`src/rtl/bgrd_pkg.sv`:
```
// shared types and constants for the bus gain ramp ducker
`default_nettype none

package bgrd_pkg;

	localparam int CFG_IDX_W  = 3;
	localparam int CFG_DATA_W = 23;

	localparam logic [CFG_IDX_W-1:0] REG_BUS_GAIN       = 3'd0;
	localparam logic [CFG_IDX_W-1:0] REG_MUTED          = 3'd1;
	localparam logic [CFG_IDX_W-1:0] REG_DUCK_ENABLE    = 3'd2;
	localparam logic [CFG_IDX_W-1:0] REG_DUCK_THRESHOLD = 3'd3;
	localparam logic [CFG_IDX_W-1:0] REG_DUCK_DEPTH     = 3'd4;
	localparam logic [CFG_IDX_W-1:0] REG_ATTACK_COEF    = 3'd5;
	localparam logic [CFG_IDX_W-1:0] REG_RELEASE_COEF   = 3'd6;
	localparam logic [CFG_IDX_W-1:0] REG_FRAMES         = 3'd7;

	localparam int GAIN_W   = 16;
	localparam int Q16_W    = 17;
	localparam int LEVEL_W  = 23;
	localparam int FRAME_W  = 12;
	localparam int FPB_W    = 13;
	localparam int RAMP_W   = 34;
	localparam int RAMP_FRAC  = 14;
	localparam int OUT_SHIFT  = 26;
	localparam int DIVIDEND_W = GAIN_W + RAMP_FRAC;
	localparam int N_CH       = 2;

	localparam logic [Q16_W-1:0]   UNITY_Q16     = 17'd65536;
	localparam logic [GAIN_W-1:0]  BUS_GAIN_RST  = 16'd4096;
	localparam logic [FPB_W-1:0]   FRAMES_RST    = 13'd256;
	localparam logic [LEVEL_W-1:0] PEAK_MAX      = 23'd8388607;

	typedef struct packed {
		logic                  start;
		logic [DIVIDEND_W-1:0] dividend;
		logic [FPB_W-1:0]      divisor;
	} div_req_t;

endpackage

`default_nettype wire

```
`src/rtl/bgrd_mul.sv`:
```
// shared registered multiplier
`default_nettype none

module bgrd_mul #(
	parameter int A_W = 24,
	parameter int B_W = 34
) (
	input  wire logic               clk,
	input  wire logic [A_W-1:0]     a,
	input  wire logic [B_W-1:0]     b,
	output logic      [A_W+B_W-1:0] p
);

	logic [A_W+B_W-1:0] p_q;

	always_ff @(posedge clk) begin
		p_q <= (A_W+B_W)'(a) * (A_W+B_W)'(b);
	end

	assign p = p_q;

endmodule

`default_nettype wire

```
`src/rtl/bgrd_div.sv`:
```
// restoring divider for the per-frame ramp step
`default_nettype none

module bgrd_div (
	input  wire logic                                clk,
	input  wire logic                                arst_n,
	input  wire bgrd_pkg::div_req_t                  req,
	output logic                                     busy,
	output logic [bgrd_pkg::DIVIDEND_W-1:0]          quotient
);

	localparam int DW    = bgrd_pkg::DIVIDEND_W;
	localparam int VW    = bgrd_pkg::FPB_W;
	localparam int CNT_W = $clog2(DW + 1);

	logic             busy_q;
	logic [CNT_W-1:0] cnt_q;
	logic [DW-1:0]    quo_q;
	logic [VW-1:0]    rem_q;
	logic [VW-1:0]    dvs_q;
	logic [VW:0]      shifted;
	logic             fits;

	assign shifted = {rem_q, quo_q[DW-1]};
	assign fits    = shifted >= {1'b0, dvs_q};

	always_ff @(posedge clk or negedge arst_n) begin
		if (!arst_n) begin
			busy_q <= 1'b0;
			cnt_q  <= '0;
		end else if (req.start) begin
			busy_q <= 1'b1;
			cnt_q  <= CNT_W'(DW);
		end else if (busy_q) begin
			cnt_q <= cnt_q - CNT_W'(1);
			if (cnt_q == CNT_W'(1)) begin
				busy_q <= 1'b0;
			end
		end
	end

	always_ff @(posedge clk) begin
		if (req.start) begin
			quo_q <= req.dividend;
			rem_q <= '0;
			dvs_q <= req.divisor;
		end else if (busy_q) begin
			quo_q <= {quo_q[DW-2:0], fits};
			if (fits) begin
				rem_q <= VW'(shifted - {1'b0, dvs_q});
			end else begin
				rem_q <= shifted[VW-1:0];
			end
		end
	end

	assign busy     = busy_q;
	assign quotient = quo_q;

endmodule

`default_nettype wire

```
`src/rtl/bus_gain_ramp_ducker_top.sv`:
```
// bus gain ramp ducker: sequencer, state and output register
// within a block: S_RAMP, S_CH/S_CHW per channel, S_FIN; a new word is taken in S_IDLE
// first frame of a block adds the duck multiply (if enabled) and gain multiply on the
// shared multiplier, then the 30-step ramp divide
// reset: registers to their defaults, duck gain unity, block gain 4096, counters cleared
// a new word is taken while the previous result still waits in the output register
`default_nettype none

module bus_gain_ramp_ducker_top #(
	parameter int SAMPLE_BITS      = 24,
	parameter int MAX_BLOCK_FRAMES = 4096
) (
	input  wire logic                                clk,
	input  wire logic                                arst_n,
	input  wire logic                                cfg_we,
	input  wire logic [bgrd_pkg::CFG_IDX_W-1:0]      cfg_idx,
	input  wire logic [bgrd_pkg::CFG_DATA_W-1:0]     cfg_wdata,
	input  wire logic                                in_valid,
	output logic                                     in_ready,
	input  wire logic signed [SAMPLE_BITS-1:0]       sample_ch0,
	input  wire logic signed [SAMPLE_BITS-1:0]       sample_ch1,
	input  wire logic [bgrd_pkg::LEVEL_W-1:0]        sidechain_peak,
	output logic                                     out_valid,
	input  wire logic                                out_ready,
	output logic signed [SAMPLE_BITS-1:0]            out_ch0,
	output logic signed [SAMPLE_BITS-1:0]            out_ch1,
	output logic [bgrd_pkg::LEVEL_W-1:0]             block_peak,
	output logic                                     block_end
);

	localparam int SB   = SAMPLE_BITS;
	localparam int MA_W = SB > bgrd_pkg::Q16_W ? SB : bgrd_pkg::Q16_W;
	localparam int RW   = bgrd_pkg::RAMP_W;
	localparam int P_W  = MA_W + RW;
	localparam int PR_W = P_W + 1 - bgrd_pkg::OUT_SHIFT;
	localparam int GW   = bgrd_pkg::GAIN_W;
	localparam int QW   = bgrd_pkg::Q16_W;
	localparam int LW   = bgrd_pkg::LEVEL_W;
	localparam int FW   = bgrd_pkg::FRAME_W;
	localparam int NW   = bgrd_pkg::FPB_W;
	localparam int DW   = bgrd_pkg::DIVIDEND_W;

	typedef enum logic [9:0] {
		S_IDLE  = 10'b0000000001,
		S_DUCK  = 10'b0000000010,
		S_DUCKW = 10'b0000000100,
		S_GAIN  = 10'b0000001000,
		S_GAINW = 10'b0000010000,
		S_DIV   = 10'b0000100000,
		S_RAMP  = 10'b0001000000,
		S_CH    = 10'b0010000000,
		S_CHW   = 10'b0100000000,
		S_FIN   = 10'b1000000000
	} state_t;

	state_t state_q;

	// configuration
	logic [GW-1:0] bus_gain_q;
	logic          muted_q;
	logic          duck_en_q;
	logic [LW-1:0] duck_thr_q;
	logic [QW-1:0] duck_depth_q;
	logic [QW-1:0] attack_q;
	logic [QW-1:0] release_q;
	logic [NW-1:0] fpb_q;

	always_ff @(posedge clk or negedge arst_n) begin
		if (!arst_n) begin
			bus_gain_q   <= bgrd_pkg::BUS_GAIN_RST;
			muted_q      <= 1'b0;
			duck_en_q    <= 1'b0;
			duck_thr_q   <= '0;
			duck_depth_q <= '0;
			attack_q     <= bgrd_pkg::UNITY_Q16;
			release_q    <= bgrd_pkg::UNITY_Q16;
			fpb_q        <= bgrd_pkg::FRAMES_RST;
		end else if (cfg_we) begin
			case (cfg_idx)
				bgrd_pkg::REG_BUS_GAIN:       bus_gain_q   <= cfg_wdata[GW-1:0];
				bgrd_pkg::REG_MUTED:          muted_q      <= cfg_wdata[0];
				bgrd_pkg::REG_DUCK_ENABLE:    duck_en_q    <= cfg_wdata[0];
				bgrd_pkg::REG_DUCK_THRESHOLD: duck_thr_q   <= cfg_wdata[LW-1:0];
				bgrd_pkg::REG_DUCK_DEPTH:     duck_depth_q <= cfg_wdata[QW-1:0];
				bgrd_pkg::REG_ATTACK_COEF:    attack_q     <= cfg_wdata[QW-1:0];
				bgrd_pkg::REG_RELEASE_COEF:   release_q    <= cfg_wdata[QW-1:0];
				bgrd_pkg::REG_FRAMES:         fpb_q        <= cfg_wdata[NW-1:0];
				default: ;
			endcase
		end
	end

	// state
	logic [QW-1:0] duck_gain_q;
	logic [GW-1:0] applied_q;
	logic [RW-1:0] ramp_q;
	logic [RW-1:0] step_q;
	logic          down_q;
	logic [FW-1:0] frame_q;
	logic [LW-1:0] peak_q;
	logic          last_q;
	logic          fall_q;
	logic          ch_q;
	logic [SB-1:0] smp_q [bgrd_pkg::N_CH];
	logic [SB-1:0] res_q [bgrd_pkg::N_CH];
	logic [LW-1:0] sc_q;

	logic          out_valid_q;
	logic [SB-1:0] out_q [bgrd_pkg::N_CH];
	logic [LW-1:0] out_peak_q;
	logic          out_end_q;

	// block length
	logic [NW-1:0] frames;
	logic          last_c;

	always_comb begin
		if (fpb_q == '0) begin
			frames = NW'(1);
		end else if (32'(fpb_q) > 32'(MAX_BLOCK_FRAMES)) begin
			frames = NW'(MAX_BLOCK_FRAMES);
		end else begin
			frames = fpb_q;
		end
	end

	assign last_c = ({1'b0, frame_q} + NW'(1)) >= frames;

	// duck rule
	logic [QW-1:0] depth_cl;
	logic [QW-1:0] target;
	logic          fall;
	logic [QW-1:0] dmag;
	logic [QW-1:0] coef_raw;
	logic [QW-1:0] coef;

	always_comb begin
		depth_cl = (duck_depth_q > bgrd_pkg::UNITY_Q16) ? bgrd_pkg::UNITY_Q16 : duck_depth_q;
		target   = (sc_q <= duck_thr_q) ? bgrd_pkg::UNITY_Q16
		                                : bgrd_pkg::UNITY_Q16 - depth_cl;
		fall     = target < duck_gain_q;
		dmag     = fall ? duck_gain_q - target : target - duck_gain_q;
		coef_raw = fall ? attack_q : release_q;
		coef     = (coef_raw > bgrd_pkg::UNITY_Q16) ? bgrd_pkg::UNITY_Q16 : coef_raw;
	end

	// channel magnitude
	logic [SB-1:0] raw;
	logic          neg;
	logic [SB-1:0] cmag;

	assign raw  = smp_q[ch_q];
	assign neg  = raw[SB-1];
	assign cmag = neg ? SB'(~raw + SB'(1)) : raw;

	// shared multiplier
	logic [MA_W-1:0] mul_a;
	logic [RW-1:0]   mul_b;
	logic [P_W-1:0]  mul_p;

	always_comb begin
		case (state_q)
			S_DUCK: begin
				mul_a = MA_W'(dmag);
				mul_b = RW'(coef);
			end
			S_GAIN: begin
				mul_a = MA_W'(duck_gain_q);
				mul_b = RW'(bus_gain_q);
			end
			S_CH: begin
				mul_a = MA_W'(cmag);
				mul_b = ramp_q;
			end
			default: begin
				mul_a = '0;
				mul_b = '0;
			end
		endcase
	end

	bgrd_mul #(
		.A_W(MA_W),
		.B_W(RW)
	) u_mul (
		.clk(clk),
		.a  (mul_a),
		.b  (mul_b),
		.p  (mul_p)
	);

	// rounding of the product
	logic [P_W:0]  rnd16;
	logic [P_W:0]  rnd26;
	logic [QW-1:0] delta;
	logic [GW-1:0] gain_new;
	logic [GW-1:0] diff;
	logic [PR_W-1:0] prod;
	logic [PR_W-1:0] sat;
	logic [SB-1:0]   res;
	logic [LW-1:0]   lvl;

	localparam logic [PR_W-1:0] SPOS = (PR_W'(1) << (SB - 1)) - PR_W'(1);
	localparam logic [PR_W-1:0] SNEG = PR_W'(1) << (SB - 1);

	always_comb begin
		rnd16    = {1'b0, mul_p} + (P_W+1)'(32768);
		rnd26    = {1'b0, mul_p} + ((P_W+1)'(1) << (bgrd_pkg::OUT_SHIFT - 1));
		delta    = rnd16[32:16];
		gain_new = muted_q ? '0 : rnd16[31:16];
		diff     = (gain_new >= applied_q) ? gain_new - applied_q : applied_q - gain_new;
		prod     = rnd26[P_W:bgrd_pkg::OUT_SHIFT];
		if (neg) begin
			sat = (prod > SNEG) ? SNEG : prod;
			res = SB'(~sat[SB-1:0] + SB'(1));
		end else begin
			sat = (prod > SPOS) ? SPOS : prod;
			res = sat[SB-1:0];
		end
		lvl = (sat > PR_W'(bgrd_pkg::PEAK_MAX)) ? bgrd_pkg::PEAK_MAX : sat[LW-1:0];
	end

	// ramp step divider
	bgrd_pkg::div_req_t div_req;
	logic               div_busy;
	logic [DW-1:0]      div_quo;

	assign div_req.start    = state_q == S_GAINW;
	assign div_req.dividend = {diff, {bgrd_pkg::RAMP_FRAC{1'b0}}};
	assign div_req.divisor  = frames;

	bgrd_div u_div (
		.clk     (clk),
		.arst_n  (arst_n),
		.req     (div_req),
		.busy    (div_busy),
		.quotient(div_quo)
	);

	logic in_acc;
	logic out_load;

	assign in_ready = state_q == S_IDLE;
	assign in_acc   = in_valid && in_ready;
	assign out_load = (state_q == S_FIN) && (!out_valid_q || out_ready);

	// sequencer and state
	always_ff @(posedge clk or negedge arst_n) begin
		if (!arst_n) begin
			state_q     <= S_IDLE;
			duck_gain_q <= bgrd_pkg::UNITY_Q16;
			applied_q   <= bgrd_pkg::BUS_GAIN_RST;
			ramp_q      <= '0;
			step_q      <= '0;
			down_q      <= 1'b0;
			frame_q     <= '0;
			peak_q      <= '0;
			last_q      <= 1'b0;
			fall_q      <= 1'b0;
			ch_q        <= 1'b0;
			out_valid_q <= 1'b0;
		end else begin
			if (out_valid && out_ready) begin
				out_valid_q <= 1'b0;
			end
			case (state_q)
				S_IDLE: begin
					if (in_acc) begin
						if (frame_q != '0) begin
							state_q <= S_RAMP;
						end else if (duck_en_q) begin
							state_q <= S_DUCK;
						end else begin
							duck_gain_q <= bgrd_pkg::UNITY_Q16;
							state_q     <= S_GAIN;
						end
					end
				end
				S_DUCK: begin
					fall_q  <= fall;
					state_q <= S_DUCKW;
				end
				S_DUCKW: begin
					duck_gain_q <= fall_q ? duck_gain_q - delta : duck_gain_q + delta;
					state_q     <= S_GAIN;
				end
				S_GAIN: begin
					state_q <= S_GAINW;
				end
				S_GAINW: begin
					down_q    <= gain_new < applied_q;
					ramp_q    <= RW'({applied_q, {bgrd_pkg::RAMP_FRAC{1'b0}}});
					applied_q <= gain_new;
					peak_q    <= '0;
					state_q   <= S_DIV;
				end
				S_DIV: begin
					if (!div_busy) begin
						step_q  <= RW'(div_quo);
						state_q <= S_RAMP;
					end
				end
				S_RAMP: begin
					last_q <= last_c;
					if (last_c) begin
						ramp_q <= RW'({applied_q, {bgrd_pkg::RAMP_FRAC{1'b0}}});
					end else if (down_q) begin
						ramp_q <= (ramp_q >= step_q) ? ramp_q - step_q : '0;
					end else begin
						ramp_q <= ramp_q + step_q;
					end
					ch_q    <= 1'b0;
					state_q <= S_CH;
				end
				S_CH: begin
					state_q <= S_CHW;
				end
				S_CHW: begin
					if (lvl > peak_q) begin
						peak_q <= lvl;
					end
					if (ch_q == 1'(bgrd_pkg::N_CH - 1)) begin
						state_q <= S_FIN;
					end else begin
						ch_q    <= ~ch_q;
						state_q <= S_CH;
					end
				end
				S_FIN: begin
					if (out_load) begin
						out_valid_q <= 1'b1;
						frame_q     <= last_q ? '0 : frame_q + FW'(1);
						state_q     <= S_IDLE;
					end
				end
				default: state_q <= S_IDLE;
			endcase
		end
	end

	// word payload
	always_ff @(posedge clk) begin
		if (in_acc) begin
			smp_q[0] <= sample_ch0;
			smp_q[1] <= sample_ch1;
			sc_q     <= sidechain_peak;
		end
		if (state_q == S_CHW) begin
			res_q[ch_q] <= res;
		end
		if (out_load) begin
			out_q[0]   <= res_q[0];
			out_q[1]   <= res_q[1];
			out_peak_q <= last_q ? peak_q : '0;
			out_end_q  <= last_q;
		end
	end

	assign out_valid  = out_valid_q;
	assign out_ch0    = out_q[0];
	assign out_ch1    = out_q[1];
	assign block_peak = out_peak_q;
	assign block_end  = out_end_q;

	a_div_started: assert property (@(posedge clk) disable iff (!arst_n)
		state_q == S_GAINW |=> div_busy)
		else $error("divider not started at block start");

	a_busy_after_accept: assert property (@(posedge clk) disable iff (!arst_n)
		in_acc |=> !in_ready)
		else $error("input still ready after a word was taken");

	a_load_result: assert property (@(posedge clk) disable iff (!arst_n)
		out_load |=> out_valid_q && state_q == S_IDLE)
		else $error("finished word not presented");

	a_peak_only_at_end: assert property (@(posedge clk) disable iff (!arst_n)
		out_valid_q && !out_end_q |-> out_peak_q == '0)
		else $error("peak reported before block end");

endmodule

`default_nettype wire
```
`config.mk`:
```
export PLATFORM = sky130hd
export DESIGN_NAME = bus_gain_ramp_ducker_top
export DESIGN_NICKNAME = d
export VERILOG_FILES = /design/src/rtl/bgrd_pkg.sv /design/src/rtl/bgrd_mul.sv /design/src/rtl/bgrd_div.sv /design/src/rtl/bus_gain_ramp_ducker_top.sv
export SDC_FILE = /design/constraint.sdc
export NUM_CORES = 2
export LEC_CHECK = 0
export ABC_AREA = 1
export BUFFER_PORTS_ARGS = -buffer_cell sky130_fd_sc_hd__buf_2
export CELL_PAD_IN_SITES_DETAIL_PLACEMENT = 0
export CELL_PAD_IN_SITES_GLOBAL_PLACEMENT = 1
export CORE_UTILIZATION = 44
export CTS_BUF_LIST = sky130_fd_sc_hd__clkbuf_16
export DETAILED_ROUTE_END_ITERATION = 10
export PLACE_DENSITY = 0.88
export SYNTH_ARGS = -nofsm -noshare
export SYNTH_HDL_FRONTEND = slang
export SYNTH_SLANG_ARGS = --single-unit
```
`constraint.sdc`:
```
create_clock -name clk -period 9.91 [get_ports clk]
set_clock_uncertainty 0.2 [all_clocks]
set_input_delay 0.4955 -clock clk [delete_from_list [all_inputs] [get_ports clk]]
set_output_delay 0.4955 -clock clk [all_outputs]
set_load 0.05 [all_outputs]
```
==> metrics.txt <==
area taken by multi-input logic gates=41,330 um2; worst ir drop on vdd=0.0001855 V; Sequential Power Share=28.9%; Total Routing Usage GR=30.05%; post-place instance area=66,120 um2; Startpoint Class=flop; Initial Util=44.34%; CP delay by family, top=adder cells; fill cell count=11,679; Post-synth ARST share=47.08%; port buffer count=175; critical path class=reg2reg; die area=135,800 um2; clk_lat worst skew=0.71 ns; crit path from=sc_q[2]; Slew headroom=9.883%; clock-pin slew on the worst setup and hold paths=0.06 ns; layout cell share with drive strength beyond 1=22.55%; yosys warns=0; Sequential Area=14,470 um2; syn avg cell area=7.941 um2; DRT Pass-1 Iters=6; largest family of logic cells by synthesized area=adder cells; internal power=5964 uW; RSZ-0062 raised after global routing=true; CTS tree=done; Final Instance Area=74,920 um2; vias in the first global route=54,734; Mapped Cells=7,443; Worst Min Path Start=cfg_idx[2]; violated checks=negative setup slack; Sw Ratio=43.34%; total clock buffers created by CTS=61; die height=368.5 um; Critical Path AT=11.06 ns; Post-Synth Adder-Cell Area=32.52%; largest cells by area after synthesis=fa_1, edfxtp_1, dfrtp_1, nand2_1, inv_1; combinational power share=48.0%; routed len/inst=20.69 um; R2R cell count=56; area share of the largest cell type after synthesis=24.01%; leading area contributor after synthesis=fa_1; pin count of the biggest net entering global routing=163; crit path max fanout=8; Vias/cell=5.337; Compound-Gate Fraction of Synth Area=10.28%; clock tree sinks=548; max-slew violations=0; post-synthesis mux area share=0.1016%; HPWL after DPL=161,800 um; num rows=134; number of max-cap violations=0; hold depth=3; first-pass GRT wire length=312,800 um; fraction of synthesized cell area in xor and xnor cells=2.089%; Synth top cells by count=nand2_1, inv_1, fa_1; Synth Flop Type=dfrtp_1; Max Buffers Root-to-Sink=3; Post-Synth Simple-Gate Area=18.70%; distinct cell type count after synthesis=70; 1st-iter DRT viols=4,655; initial antenna violation count=0; syn nets=8,656; Layout Nets=9,505; Worst Tran Pin Value=1.341 ns; sequential share of the synthesized area=24.49%; IO Pins=176; Critical-path top delay cell=fa_2; Clock power frac=23.2%; Area Growth Syn to Fin=26.76%; Power Density=140.5 nW/um2; Reg2Reg Setup Slack=-0.73 ns; Routed Antenna Nets=0; Sw Pwr=4561 uW; total power=10,530 uW; DIE WIDTH=368.5 um; EDFF count, synth=220; top-count cell post-synth=nand2_1; Syn Std Cell Area=59,110 um2; worst setup margin=-0.7285 ns; Hold Fails Final Rpt=0; Buf+Inv Stages, Crit Path=11; endpoint class of the critical path=flop; post-layout min period=10.64 ns; status=complete, but fails checks; Fmax=94.00 MHz; Final Setup Violations=43; Critical Path Max Stage Delay=0.61 ns; Tcrit/Tclk final=107.4%; clk root buf=clkbuf_16; RR Startpoint=sc_q[2]; core area=133,300 um2; reg-to-reg endpoint=u_mul.p[55]; FF+latch count, synth=548; LEAKAGE=0.03640 uW; GPL Wtd Cong=0.9886; Routed WL=209,300 um; Critical Path RT=10.33 ns; CTS H-tree lvls=2; Hold WC Path Type=in2reg; DRC viols=0; Via Count=53,981; total grt overflow=0; Min-Delay Endpoint=duck_en_q
-- state kept, by name, indices dropped and copies added (netlist names), 5 cells and up --
signal          count
duck_thr_q         23
ramp_q             34
attack_q           17
applied_q          16
u_div.quotient     30
fpb_q              13
out_q              48
bus_gain_q         16
state_q            10
duck_gain_q        17
res_q              48
block_peak         23
frame_q            12
step_q             30
u_div.rem_q        13
u_div.cnt_q         5
sc_q               23
duck_depth_q       17
release_q          17
u_mul.p            43
peak_q             23
u_div.dvs_q        13
smp_q              48
-- worst min-delay path, stage by stage --
cell	delay, ns
buf_2	0.10
nor2_1	0.10
a31oi_1	0.19
-- layer usage --
| metal | GRT usage (%) | up-vias | part of all wire, % |
|---|---|---|---|
| met1 | 38.92 | 26410 | 40 |
| li1 | - | 24766 | - |
| met2 | 47.80 | 2278 | 45 |
| met4 | 14.12 | 0 | 5.6 |
| met3 | 6.561 | 527 | 8.9 |
| met5 | 0 | - | 0 |
-- worst max-delay path by stage --
| stage | endpoint | cells after the start |
|---|---|---|
| 4_1_cts | u_mul.p[43] | 58 |
| 3_5_place_dp | u_mul.p[56] | 58 |
| 3_3_place_gp | u_mul.p[56] | 55 |
| 5_1_grt | u_mul.p[55] | 59 |
| 6_report | u_mul.p[55] | 56 |
| 2_1_floorplan | u_mul.p[57] | 52 |
-- repair_timing --
item,4_1_cts,5_1_grt
pin swaps,182,369
buffers inserted,54,91
setup endpoints to repair,43,43
hold endpoints to repair,190,0
resized for setup,507,698
cloned,11,5
hold buffers,95,0
-- logic make-up after synthesis --
family                     Yosys count
muxes                                6
AOI/OAI and AO/OA                 1104
xor gates and xnor gates           141
buffers and inverters             1827
and+or+nand+nor                   2706
DFF                                548
adders and majority gates         1111
-- final cells by class --
class,instances,share of cell area [%]
repair buffers,997,11.49
clock buffers,61,2.037
multi-input cells,5068,55.16
inverters,1616,8.203
well taps,1768,2.952
diodes,2,0.006680
flip-flops and latches,548,19.32
clock inverters,55,0.8266
-- power groups by stage --
stage                     registers [uW]  clock network (uW)  logic (uW)
final                               3040                2440        5050
after global routing                3070                2560        5540
after CTS                           3020                2470        4740
after detailed placement            3060                   0        4400
after global placement              3050                   0        4340
after floorplan                     2970                   0        2880
-- cell usage in the layout, fill, tap and decap left out, drive strengths merged, types with 95 or more instances in the layout --
master       Yosys  routed
fa             709     709
o21ai          518     518
nor2           695     695
xor2           112     112
buf             53     897
ha             402     402
a21oi          366     366
dlygate4sd3      0      95
inv           1600    1616
nand2         1607    1607
nand3          189     189
edfxtp         220     220
dfrtp          251     251
-- through the flow --
| step | hold WS (ns) | instances | utilization (%) | worst slack (ns) | TNS [ns] |
|---|---|---|---|---|---|
| after floorplan | -0.00009104 | 7443 | - | 0.004351 | 0 |
| final | 0.03577 | 10115 | 56.21 | -0.7285 | -25.49 |
| after detailed placement | 0.2045 | 9761 | 49.61 | -1.305 | -44.14 |
| after global routing | 0.02324 | 10113 | 56.21 | -1.256 | -46.23 |
| after CTS | 0.005275 | 10036 | 53.91 | -0.6383 | -21.06 |
| after global placement | 0.2002 | 9761 | 49.61 | -1.303 | -41.24 |
Power figures use the tool's default switching activity.
